File: config.mk
export PLATFORM = sky130hd
export DESIGN_NAME = rgb_to_hsl_convert
export DESIGN_NICKNAME = d
export VERILOG_FILES = /design/src/rtl/core/rhc_pkg.sv /design/src/rtl/core/rhc_front.sv /design/src/rtl/core/rhc_div_step.sv /design/src/rtl/core/rgb_to_hsl_convert.sv
export VERILOG_INCLUDE_DIRS = /design/src /design/src/rtl/core
export SDC_FILE = /design/constraint.sdc
export NUM_CORES = 2
export LEC_CHECK = 0
export BUFFER_PORTS_ARGS = -buffer_cell sky130_fd_sc_hd__buf_4
export CAP_MARGIN = 15
export CORE_ASPECT_RATIO = 0.5
export CORE_MARGIN = 2
export CORE_UTILIZATION = 65
export DETAILED_ROUTE_END_ITERATION = 7
export PLACE_DENSITY_LB_ADDON = 0.25
export SLEW_MARGIN = 0
export SYNTH_ARGS = -nofsm -noshare
export SYNTH_HDL_FRONTEND = slang
export SYNTH_HIERARCHICAL = 1
export SYNTH_SLANG_ARGS = --single-unit
File: constraint.sdc
create_clock -name clock -period 9.5 [get_ports clock]
set_clock_uncertainty 0.15 [all_clocks]
set_input_delay 0.95 -clock clock [delete_from_list [all_inputs] [get_ports clock]]
set_output_delay 0.95 -clock clock [all_outputs]
set_load 0.01 [all_outputs]
File: src/rtl/core/rgb_to_hsl_convert_defines.svh
// Assertion macros for the RGB to HSL converter.
`ifndef RGB_TO_HSL_CONVERT_DEFINES_SVH
`define RGB_TO_HSL_CONVERT_DEFINES_SVH

// Check that cons holds in the same cycle as ante.
`define RHC_ASSERT_SAME(label, clk, rst, ante, cons, msg) \
   label: assert property (@(posedge clk) disable iff (rst) (ante) |-> (cons)) \
      else $error(msg);

// Check that cons holds in the cycle after ante.
`define RHC_ASSERT_NEXT(label, clk, rst, ante, cons, msg) \
   label: assert property (@(posedge clk) disable iff (rst) (ante) |=> (cons)) \
      else $error(msg);

`endif

File: src/rtl/core/rhc_pkg.sv
// Shared widths, latency and pipeline stage type of the RGB to HSL converter.
package rhc_pkg;

   localparam int RGB_W     = 8;
   localparam int OUT_W     = 16;
   localparam int QUO_W     = OUT_W + 1;
   localparam int SAT_DEN_W = 9;
   localparam int HUE_DEN_W = 12;
   localparam int FRONT_LAT = 2;
   localparam int PIPE_LAT  = FRONT_LAT + QUO_W;

   typedef struct packed {
      logic                 valid;
      logic [OUT_W-1:0]     lum;
      logic [SAT_DEN_W-1:0] sat_rem;
      logic [SAT_DEN_W-1:0] sat_den;
      logic [QUO_W-1:0]     sat_work;
      logic [HUE_DEN_W-1:0] hue_rem;
      logic [HUE_DEN_W-1:0] hue_den;
      logic [QUO_W-1:0]     hue_work;
   } div_stage_type;

endpackage

File: src/rtl/core/rhc_front.sv
// Front end: channel max/min, hue numerator, lightness and divider operands.
module rhc_front import rhc_pkg::*; (
   input  logic                 clock,
   input  logic                 reset,
   input  logic                 in_valid,
   input  logic [RGB_W-1:0]     red,
   input  logic [RGB_W-1:0]     green,
   input  logic [RGB_W-1:0]     blue,
   output div_stage_type        out_stage
);

   localparam logic [1:0] SEL_RED   = 2'd0;
   localparam logic [1:0] SEL_GREEN = 2'd1;
   localparam logic [1:0] SEL_BLUE  = 2'd2;

   logic              valid_a_ff;
   logic [1:0]        sel_a_ff, sel_a_in;
   logic [7:0]        d_a_ff, d_a_in;
   logic [8:0]        s_a_ff, s_a_in;
   logic signed [8:0] diff_a_ff, diff_a_in;
   logic [7:0]        mx, mn;

   always_comb begin
      mx = red;
      mn = red;
      if (green > mx) mx = green;
      if (blue > mx) mx = blue;
      if (green < mn) mn = green;
      if (blue < mn) mn = blue;
      d_a_in = mx - mn;
      s_a_in = {1'b0, mx} + {1'b0, mn};
      if (red == mx) begin
         sel_a_in  = SEL_RED;
         diff_a_in = $signed({1'b0, green} - {1'b0, blue});
      end else if (green == mx) begin
         sel_a_in  = SEL_GREEN;
         diff_a_in = $signed({1'b0, blue} - {1'b0, red});
      end else begin
         sel_a_in  = SEL_BLUE;
         diff_a_in = $signed({1'b0, red} - {1'b0, green});
      end
   end

   always_ff @(posedge clock) begin
      if (reset) begin
         valid_a_ff <= 1'b0;
      end else begin
         valid_a_ff <= in_valid;
      end
   end

   always_ff @(posedge clock) begin
      sel_a_ff  <= sel_a_in;
      d_a_ff    <= d_a_in;
      s_a_ff    <= s_a_in;
      diff_a_ff <= diff_a_in;
   end

   logic [10:0]        six;
   logic [10:0]        base;
   logic signed [12:0] hue_sum;
   logic signed [12:0] hue_fix;
   logic [8:0]         s_comp;
   logic [7:0]         den;
   logic [24:0]        sat_num;
   logic [16:0]        lum_wide;
   div_stage_type      out_ff, out_in;

   always_comb begin
      six = {1'b0, d_a_ff, 2'b00} + {2'b00, d_a_ff, 1'b0};
      unique case (sel_a_ff)
         SEL_RED:   base = 11'd0;
         SEL_GREEN: base = {2'b00, d_a_ff, 1'b0};
         SEL_BLUE:  base = {1'b0, d_a_ff, 2'b00};
         default:   base = 11'd0;
      endcase
      hue_sum = $signed({2'b00, base}) + $signed({{4{diff_a_ff[8]}}, diff_a_ff});
      hue_fix = hue_sum[12] ? (hue_sum + $signed({2'b00, six})) : hue_sum;

      s_comp  = 9'd510 - s_a_ff;
      den     = (s_a_ff < 9'd255) ? s_a_ff[7:0] : s_comp[7:0];
      sat_num = {d_a_ff, 17'd0} - {16'd0, d_a_ff, 1'b0} + {17'd0, den};

      lum_wide = {s_a_ff, 8'd0} + {8'd0, s_a_ff} + 17'd1;

      out_in.valid = valid_a_ff;
      out_in.lum   = lum_wide[16:1];
      if (d_a_ff == 8'd0) begin
         out_in.sat_rem  = '0;
         out_in.sat_den  = SAT_DEN_W'(1);
         out_in.sat_work = '0;
         out_in.hue_rem  = '0;
         out_in.hue_den  = HUE_DEN_W'(1);
         out_in.hue_work = '0;
      end else begin
         out_in.sat_rem  = {1'b0, sat_num[24:17]};
         out_in.sat_den  = {den, 1'b0};
         out_in.sat_work = sat_num[16:0];
         out_in.hue_rem  = {1'b0, hue_fix[10:0]};
         out_in.hue_den  = {six, 1'b0};
         out_in.hue_work = {6'd0, six};
      end
   end

   always_ff @(posedge clock) begin
      if (reset) begin
         out_ff.valid <= 1'b0;
      end else begin
         out_ff.valid <= out_in.valid;
      end
      out_ff.lum      <= out_in.lum;
      out_ff.sat_rem  <= out_in.sat_rem;
      out_ff.sat_den  <= out_in.sat_den;
      out_ff.sat_work <= out_in.sat_work;
      out_ff.hue_rem  <= out_in.hue_rem;
      out_ff.hue_den  <= out_in.hue_den;
      out_ff.hue_work <= out_in.hue_work;
   end

   assign out_stage = out_ff;

endmodule

File: src/rtl/core/rhc_div_step.sv
// One restoring division step for the saturation and hue lanes.
module rhc_div_step import rhc_pkg::*; (
   input  logic          clock,
   input  logic          reset,
   input  div_stage_type in_stage,
   output div_stage_type out_stage
);

   logic [SAT_DEN_W:0] sat_trial, sat_diff;
   logic               sat_ge;
   logic [HUE_DEN_W:0] hue_trial, hue_diff;
   logic               hue_ge;
   div_stage_type      out_ff, out_in;

   always_comb begin
      sat_trial = {in_stage.sat_rem, in_stage.sat_work[QUO_W-1]};
      sat_ge    = sat_trial >= {1'b0, in_stage.sat_den};
      sat_diff  = sat_trial - {1'b0, in_stage.sat_den};
      hue_trial = {in_stage.hue_rem, in_stage.hue_work[QUO_W-1]};
      hue_ge    = hue_trial >= {1'b0, in_stage.hue_den};
      hue_diff  = hue_trial - {1'b0, in_stage.hue_den};

      out_in.valid    = in_stage.valid;
      out_in.lum      = in_stage.lum;
      out_in.sat_den  = in_stage.sat_den;
      out_in.sat_rem  = sat_ge ? sat_diff[SAT_DEN_W-1:0] : sat_trial[SAT_DEN_W-1:0];
      out_in.sat_work = {in_stage.sat_work[QUO_W-2:0], sat_ge};
      out_in.hue_den  = in_stage.hue_den;
      out_in.hue_rem  = hue_ge ? hue_diff[HUE_DEN_W-1:0] : hue_trial[HUE_DEN_W-1:0];
      out_in.hue_work = {in_stage.hue_work[QUO_W-2:0], hue_ge};
   end

   always_ff @(posedge clock) begin
      if (reset) begin
         out_ff.valid <= 1'b0;
      end else begin
         out_ff.valid <= out_in.valid;
      end
      out_ff.lum      <= out_in.lum;
      out_ff.sat_rem  <= out_in.sat_rem;
      out_ff.sat_den  <= out_in.sat_den;
      out_ff.sat_work <= out_in.sat_work;
      out_ff.hue_rem  <= out_in.hue_rem;
      out_ff.hue_den  <= out_in.hue_den;
      out_ff.hue_work <= out_in.hue_work;
   end

   assign out_stage = out_ff;

endmodule

File: src/rtl/core/rgb_to_hsl_convert.sv
// Top level of the pipelined RGB to HSL converter.
//
//   channel   ports                                                    handshake
//   request   req_red, req_green, req_blue                             start high, busy low
//   response  rsp_hue_angle, rsp_saturation_level, rsp_lightness_level rsp_strobe, one cycle
//
// One item enters per cycle; each result passes through two front-end
// stages, then one stage per quotient bit of the 17-bit restoring dividers
// that run the saturation and hue lanes side by side.
// Reset clears the valid bits of every stage; payload registers are not reset.
// busy stays low: the receiver cannot stall, so nothing ever holds the pipeline.
`include "rgb_to_hsl_convert_defines.svh"

module rgb_to_hsl_convert import rhc_pkg::*; (
   input  logic             clock,
   input  logic             reset,
   input  logic             start,
   output logic             busy,
   input  logic [RGB_W-1:0] req_red,
   input  logic [RGB_W-1:0] req_green,
   input  logic [RGB_W-1:0] req_blue,
   output logic             rsp_strobe,
   output logic [OUT_W-1:0] rsp_hue_angle,
   output logic [OUT_W-1:0] rsp_saturation_level,
   output logic [OUT_W-1:0] rsp_lightness_level
);

   logic          req_accept;
   logic          req_grey;
   div_stage_type chain [0:QUO_W];

   assign busy       = 1'b0;
   assign req_accept = start && !busy;
   assign req_grey   = req_accept && (req_red == req_green) && (req_green == req_blue);

   rhc_front u_front (
      .clock     (clock),
      .reset     (reset),
      .in_valid  (req_accept),
      .red       (req_red),
      .green     (req_green),
      .blue      (req_blue),
      .out_stage (chain[0])
   );

   for (genvar i = 0; i < QUO_W; i++) begin : g_div
      rhc_div_step u_step (
         .clock     (clock),
         .reset     (reset),
         .in_stage  (chain[i]),
         .out_stage (chain[i+1])
      );
   end

   assign rsp_strobe           = chain[QUO_W].valid;
   assign rsp_hue_angle        = chain[QUO_W].hue_work[OUT_W-1:0];
   assign rsp_saturation_level = chain[QUO_W].sat_work[OUT_W-1:0];
   assign rsp_lightness_level  = chain[QUO_W].lum;

   `RHC_ASSERT_SAME(a_strobe_has_item, clock, reset, rsp_strobe,
      $past(req_accept, PIPE_LAT), "result without an accepted item")
   `RHC_ASSERT_SAME(a_grey_zero, clock, reset, rsp_strobe && $past(req_grey, PIPE_LAT),
      (rsp_hue_angle == '0) && (rsp_saturation_level == '0),
      "grey pixel gave nonzero hue or saturation")
   `RHC_ASSERT_SAME(a_sat_fits, clock, reset, rsp_strobe,
      !chain[QUO_W].sat_work[QUO_W-1], "saturation quotient overflowed")

endmodule

Word-level counts from Yosys, hierarchy flattened
Index checks and enable logic that the tools add are counted.

Output and inout port bits: 50. Register bits: 1647. Input bits: 27. Logic and storage cells: 280.

Reduce and logical (&&, ||, !) cells: 1. Multiplexer cells: 43. Order comparisons: 39. Equality and inequality tests: 4. Add/sub/neg operators: 45.

Operators by type and width (count): >= comparator 13 x 12 -> 1 bit (17); 2-to-1 mux 12 bit (16); subtractor 12 bit (16); 2-to-1 mux 9 bit (18); >= comparator 10 x 9 -> 1 bit (16); subtractor 9 bit (16); 2-to-1 mux 59 bit (1); 2-to-1 mux 8 bit (5); subtractor 8 x 8 -> 9 bit (3); adder 25 x 8 -> 25 bit (1); subtractor 25 x 9 -> 25 bit (1); one-hot mux 10 bit (2 select lines) (1); adder 17 x 1 -> 17 bit (second input constant) (1); adder 17 x 9 -> 17 bit (1); == test 8 bit (2); greater-than comparator 8 bit (2); less-than comparator 8 bit (2); adder 11 x 9 -> 12 bit (1); adder 10 x 9 -> 11 bit (1); adder 11 bit (1); 2-to-1 mux 11 bit (1); adder 8 x 8 -> 9 bit (1); >= comparator 9 bit (1); less-than comparator 9 x 8 -> 1 bit (second input constant) (1); other kinds (6) (6).

Logic depth before layout (Yosys ltp)
Word-level depth: 7. Depth in mapped cells: 32. Depth with buffers taken out: 29.

By module
The synthesis kept the hierarchy.

Modules (own cells, without submodules): rhc_div_step (cells an instance 257, area each 3111.7 um2, instances 17, seq. area each 1861.8 um2); rhc_front (cells an instance 941, area each 7743.7 um2, instances 1, seq. area each 1961.9 um2); rgb_to_hsl_convert (cells an instance 2, area each 11.3 um2, instances 1, seq. area each 0.0 um2).

Least setup slack after synthesis
No wires, ideal clock.

Path type: input to register. Start point: in req_green[2]. End point: reg u_front.s_a_ff[8]. Setup time: 0.117 ns. Cell stages on the path: 28. Buffers on the path: 3. Slack: 3.403 ns. Data required time: 9.233 ns. Data arrival time: 5.829 ns. Cells stage by stage: clkbuf_1 inv_1 ha_1 a21oi_1 a211o_1 nand2_1 clkbuf_1 nor2_1 a21oi_1 ha_1 and4_1 nand2_1 a221oi_1 nor2_1 and3b_1 o21ai_1 buf_2 mux2_2 ha_1 inv_1 fa_1 o21bai_1 a21oi_1 o21bai_1 a21oi_1 nor2b_1 o21ai_0 nand2b_1.

Cells in the longest elaborated chain, start to end: 5. Elaborated cells between the ends (all ways): 9. Classes of those cells: 1 x add/sub; 4 x order compare; 4 x mux.

RTL lines: start, declared (line rgb_to_hsl_convert.sv:20) `input logic [RGB_W-1:0] req_green,`; greater-than comparator 8 bit / less-than comparator 8 bit (equally long branches) (line rhc_front.sv:26, rhc_front.sv:28); 2-to-1 mux 8 bit (on tied branches) (line rhc_front.sv:26, rhc_front.sv:28); greater-than comparator 8 bit / less-than comparator 8 bit (equally long branches) (line rhc_front.sv:27, rhc_front.sv:29); 2-to-1 mux 8 bit (on tied branches) (line rhc_front.sv:27, rhc_front.sv:29); adder 8 x 8 -> 9 bit (*) (line rhc_front.sv:31) `s_a_in = {1'b0, mx} + {1'b0, mn};`; net u_front.s_a_in[8] (line rhc_front.sv:19) `logic [8:0] s_a_ff, s_a_in;`; end signal, assigned (line rhc_front.sv:55) `s_a_ff <= s_a_in;`; end, declared (line rhc_front.sv:19).

Mark *: on every way through the listed nets, which the timed path passes. The rest lies on a longest branch. A chain may end at the register's enable or synchronous reset.

Worst setup path after layout
Start point: in req_green[4]. End point: reg u_front.diff_a_ff[8].

Cells in the longest elaborated chain, start to end: 7. Elaborated cells between the ends (all ways): 10. Classes of those cells: 2 x add/sub; 2 x order compare; 2 x eq/ne; 4 x mux.

RTL lines: greater-than comparator 8 bit (line rhc_front.sv:26) `if (green > mx) mx = green;`; 2-to-1 mux 8 bit (line rhc_front.sv:26); greater-than comparator 8 bit (line rhc_front.sv:27) `if (blue > mx) mx = blue;`; 2-to-1 mux 8 bit (line rhc_front.sv:27); == test 8 bit (line rhc_front.sv:35) `end else if (green == mx) begin`; 2-to-1 mux 9 bit (line rhc_front.sv:35); 2-to-1 mux 9 bit (*) (line rhc_front.sv:32) `if (red == mx) begin`; net u_front.diff_a_in[8] (line rhc_front.sv:20) `logic signed [8:0] diff_a_ff, diff_a_in;`; end signal, assigned (line rhc_front.sv:56) `diff_a_ff <= diff_a_in;`; end, declared (line rhc_front.sv:20).

Marked as above.

==> qor.yml <==
grt_pass1_wl_mm: 176.4
first_pass_iters: 5
antenna_found_initial: 1
hp-class: "flip-flop to flip-flop"
path_max_fanout: 13
initial_core_util_pct: 65.92
dieHeight_microns: 216.1
clock_latency_ns: 0.73
ctsHoldBuffers: 0
min_period_ns: 6.587
tightestPinTransition_ns: 1.208
startpoint: "req_green[4]"
post_cts_buffers: 0
period_share_pct: 69.34
timing.rr.end: "u_front/out_stage[67]$_SDFF_PP0_"
cts_tree: "built"
die_w_microns: 428.2
fp-row-count: 77
dr.first_iter.drc_count: 2012
coreArea_sq_mm: 0.08873
r2r_slack_ns: 4.88
clock_path_buffers: 3
worstReg2RegStart: "u_front/s_a_ff[2]$_DFF_P_"
grt_pass1_vias: 35970
htree_levels: 3
grt_max_degree: 33
cts-resized-gates: 0
antenna_cells: 0
die_area_sq_mm: 0.09255
setup-violations-final: 0
status: "finished, final reports clean"
drc: 0
place_congestion: 0.8792
drv_cap: 0
hold_violations: 0
worstSetupEndpointType: "flip-flop"
nFillCells: 5844
clockRootBuffer: "clkbuf_16"
critPathRequiredTime_ns: 9.95
ys_warn_count: 6
ant_nets: 0
drv_slew: 0
cp.arrival_ns: 7.04
drt-total-wl_mm: 107.0
rr_worst_depth: 18
syn_inst: 5146
port_buffers: 75
grt_setup_unrepaired: "no"
dp_hpwl_mm: 76.34
syn_avg_cell_area_sq_um: 11.37
max_freq_mhz: 151.8
path_class: "primary input to flip-flop"
endpoint: "u_front/diff_a_ff[8]$_DFF_P_"
slew_headroom_pct: 19.44
via_per_inst: 5.315
layout.nets: 5804
routedWlPerCell_microns: 16.29
tns_ns: 0
drive_gt1_share_pct: 11.72
worstPathCellList: "buf_4 -> inv_1 -> ha_1 -> a21o_1 -> a221oi_2 -> nand2_1 -> a21oi_1 -> ha_1 -> and4_1 -> nand2_1 -> a221oi_1 -> nor2_1 -> nand3b_1 -> mux2i_1 -> a2111oi_0 -> nand4_1 -> mux2_2 -> mux2_1"
cts_made_buffers: 121
clkSinkCount: 1603
overflow: 0
critPathMaxStageDelay_ns: 0.68
clkTransAtPathRegs_ns: 0.07
ios: 77
syn_to_final_growth_pct: 10.08
vias: 34900
syn_area_sq_mm: 0.05849
cp_slowest_cell: "nand4_1"
cp-start-kind: "primary input"
grtUsageTotal_pct: 23.17
## worst min-delay path by stage
stage                     cells past startpoint  slack (ns)                                   from                                    end
final                                         0        0.15  g_div[1].u_step/out_stage[12]$_DFF_P_  g_div[2].u_step/out_stage[13]$_DFF_P_
after global placement                        0        0.16  g_div[6].u_step/out_stage[81]$_DFF_P_  g_div[7].u_step/out_stage[81]$_DFF_P_
after global routing                          0        0.16  g_div[2].u_step/out_stage[77]$_DFF_P_  g_div[3].u_step/out_stage[77]$_DFF_P_
after detailed placement                      0        0.16          u_front/out_stage[81]$_DFF_P_  g_div[0].u_step/out_stage[81]$_DFF_P_
after floorplan                               0        0.16       u_front/out_stage[42]$_SDFF_PP0_  g_div[0].u_step/out_stage[43]$_DFF_P_
after CTS                                     0        0.16  g_div[1].u_step/out_stage[12]$_DFF_P_  g_div[2].u_step/out_stage[13]$_DFF_P_
## routing by layer
layer,vias to the layer above,part of all wire [%],global-route usage [%]
li1,17580,-,-
met1,16450,44,27.51
met2,651,50,42.82
met3,224,3.2,3.751
met4,0,2.9,7.459
met5,-,0,0
## through the flow
stage	instance area, sq um	hold slack, ns	util, %	setup WS [ns]	std cells
after CTS	64330	0.1565	72.50	2.961	6562
final	64390	0.1509	72.57	2.913	6567
after global placement	59920	0.1595	67.53	2.221	6333
after floorplan	58520	0.1596	-	3.403	5155
after global routing	64390	0.1620	72.57	2.445	6567
after detailed placement	59930	0.1621	67.54	2.242	6334
## registers in the layout, indices dropped and copies added (netlist names)
register	count
g_div.u_step/out_stage	1505
u_front/d_a_ff	7
u_front/diff_a_ff	9
u_front/out_stage	70
u_front/s_a_ff	9
u_front/sel_a_ff	2
u_front/valid_a_ff	1
## cells in the final DEF (no fill, tap or decap), types with 34 or more instances in the layout
cell / n
a21oi_2: 34
nor2b_1: 77
fa_1: 40
inv_1: 530
xor2_1: 126
mux2i_1: 55
nor2_1: 307
o21a_1: 34
dfxtp_1: 1603
a21oi_1: 263
nand2_1: 231
ha_1: 460
xnor2_1: 215
mux2_4: 112
mux2_2: 56
buf_4: 79
clkbuf_16: 122
nand3_1: 83
a21boi_0: 36
a21o_1: 151
o21ai_0: 222
## worst max-delay path: cells and delay by family
kind	cells	cell delay [ns]
mux	3	1.00
fa+ha+maj	2	0.55
buf+inv	2	0.36
simple gates	6	2.10
compound gates	5	2.08
## area by class of cell
type                       instances  area [sq um]  area share [%]
timing repair buffer              85         660.6           1.026
sequential                      1603         32090           49.84
clock buffer                     156          3381           5.250
inverter                         530          1989           3.090
multi-input combinational       2936         23770           36.91
tap                             1185          1483           2.303
clock inverter                    72          1020           1.584
Power is not shown: default switching activity piles up to over one toggle a cycle in this logic, so the estimate is an artifact.
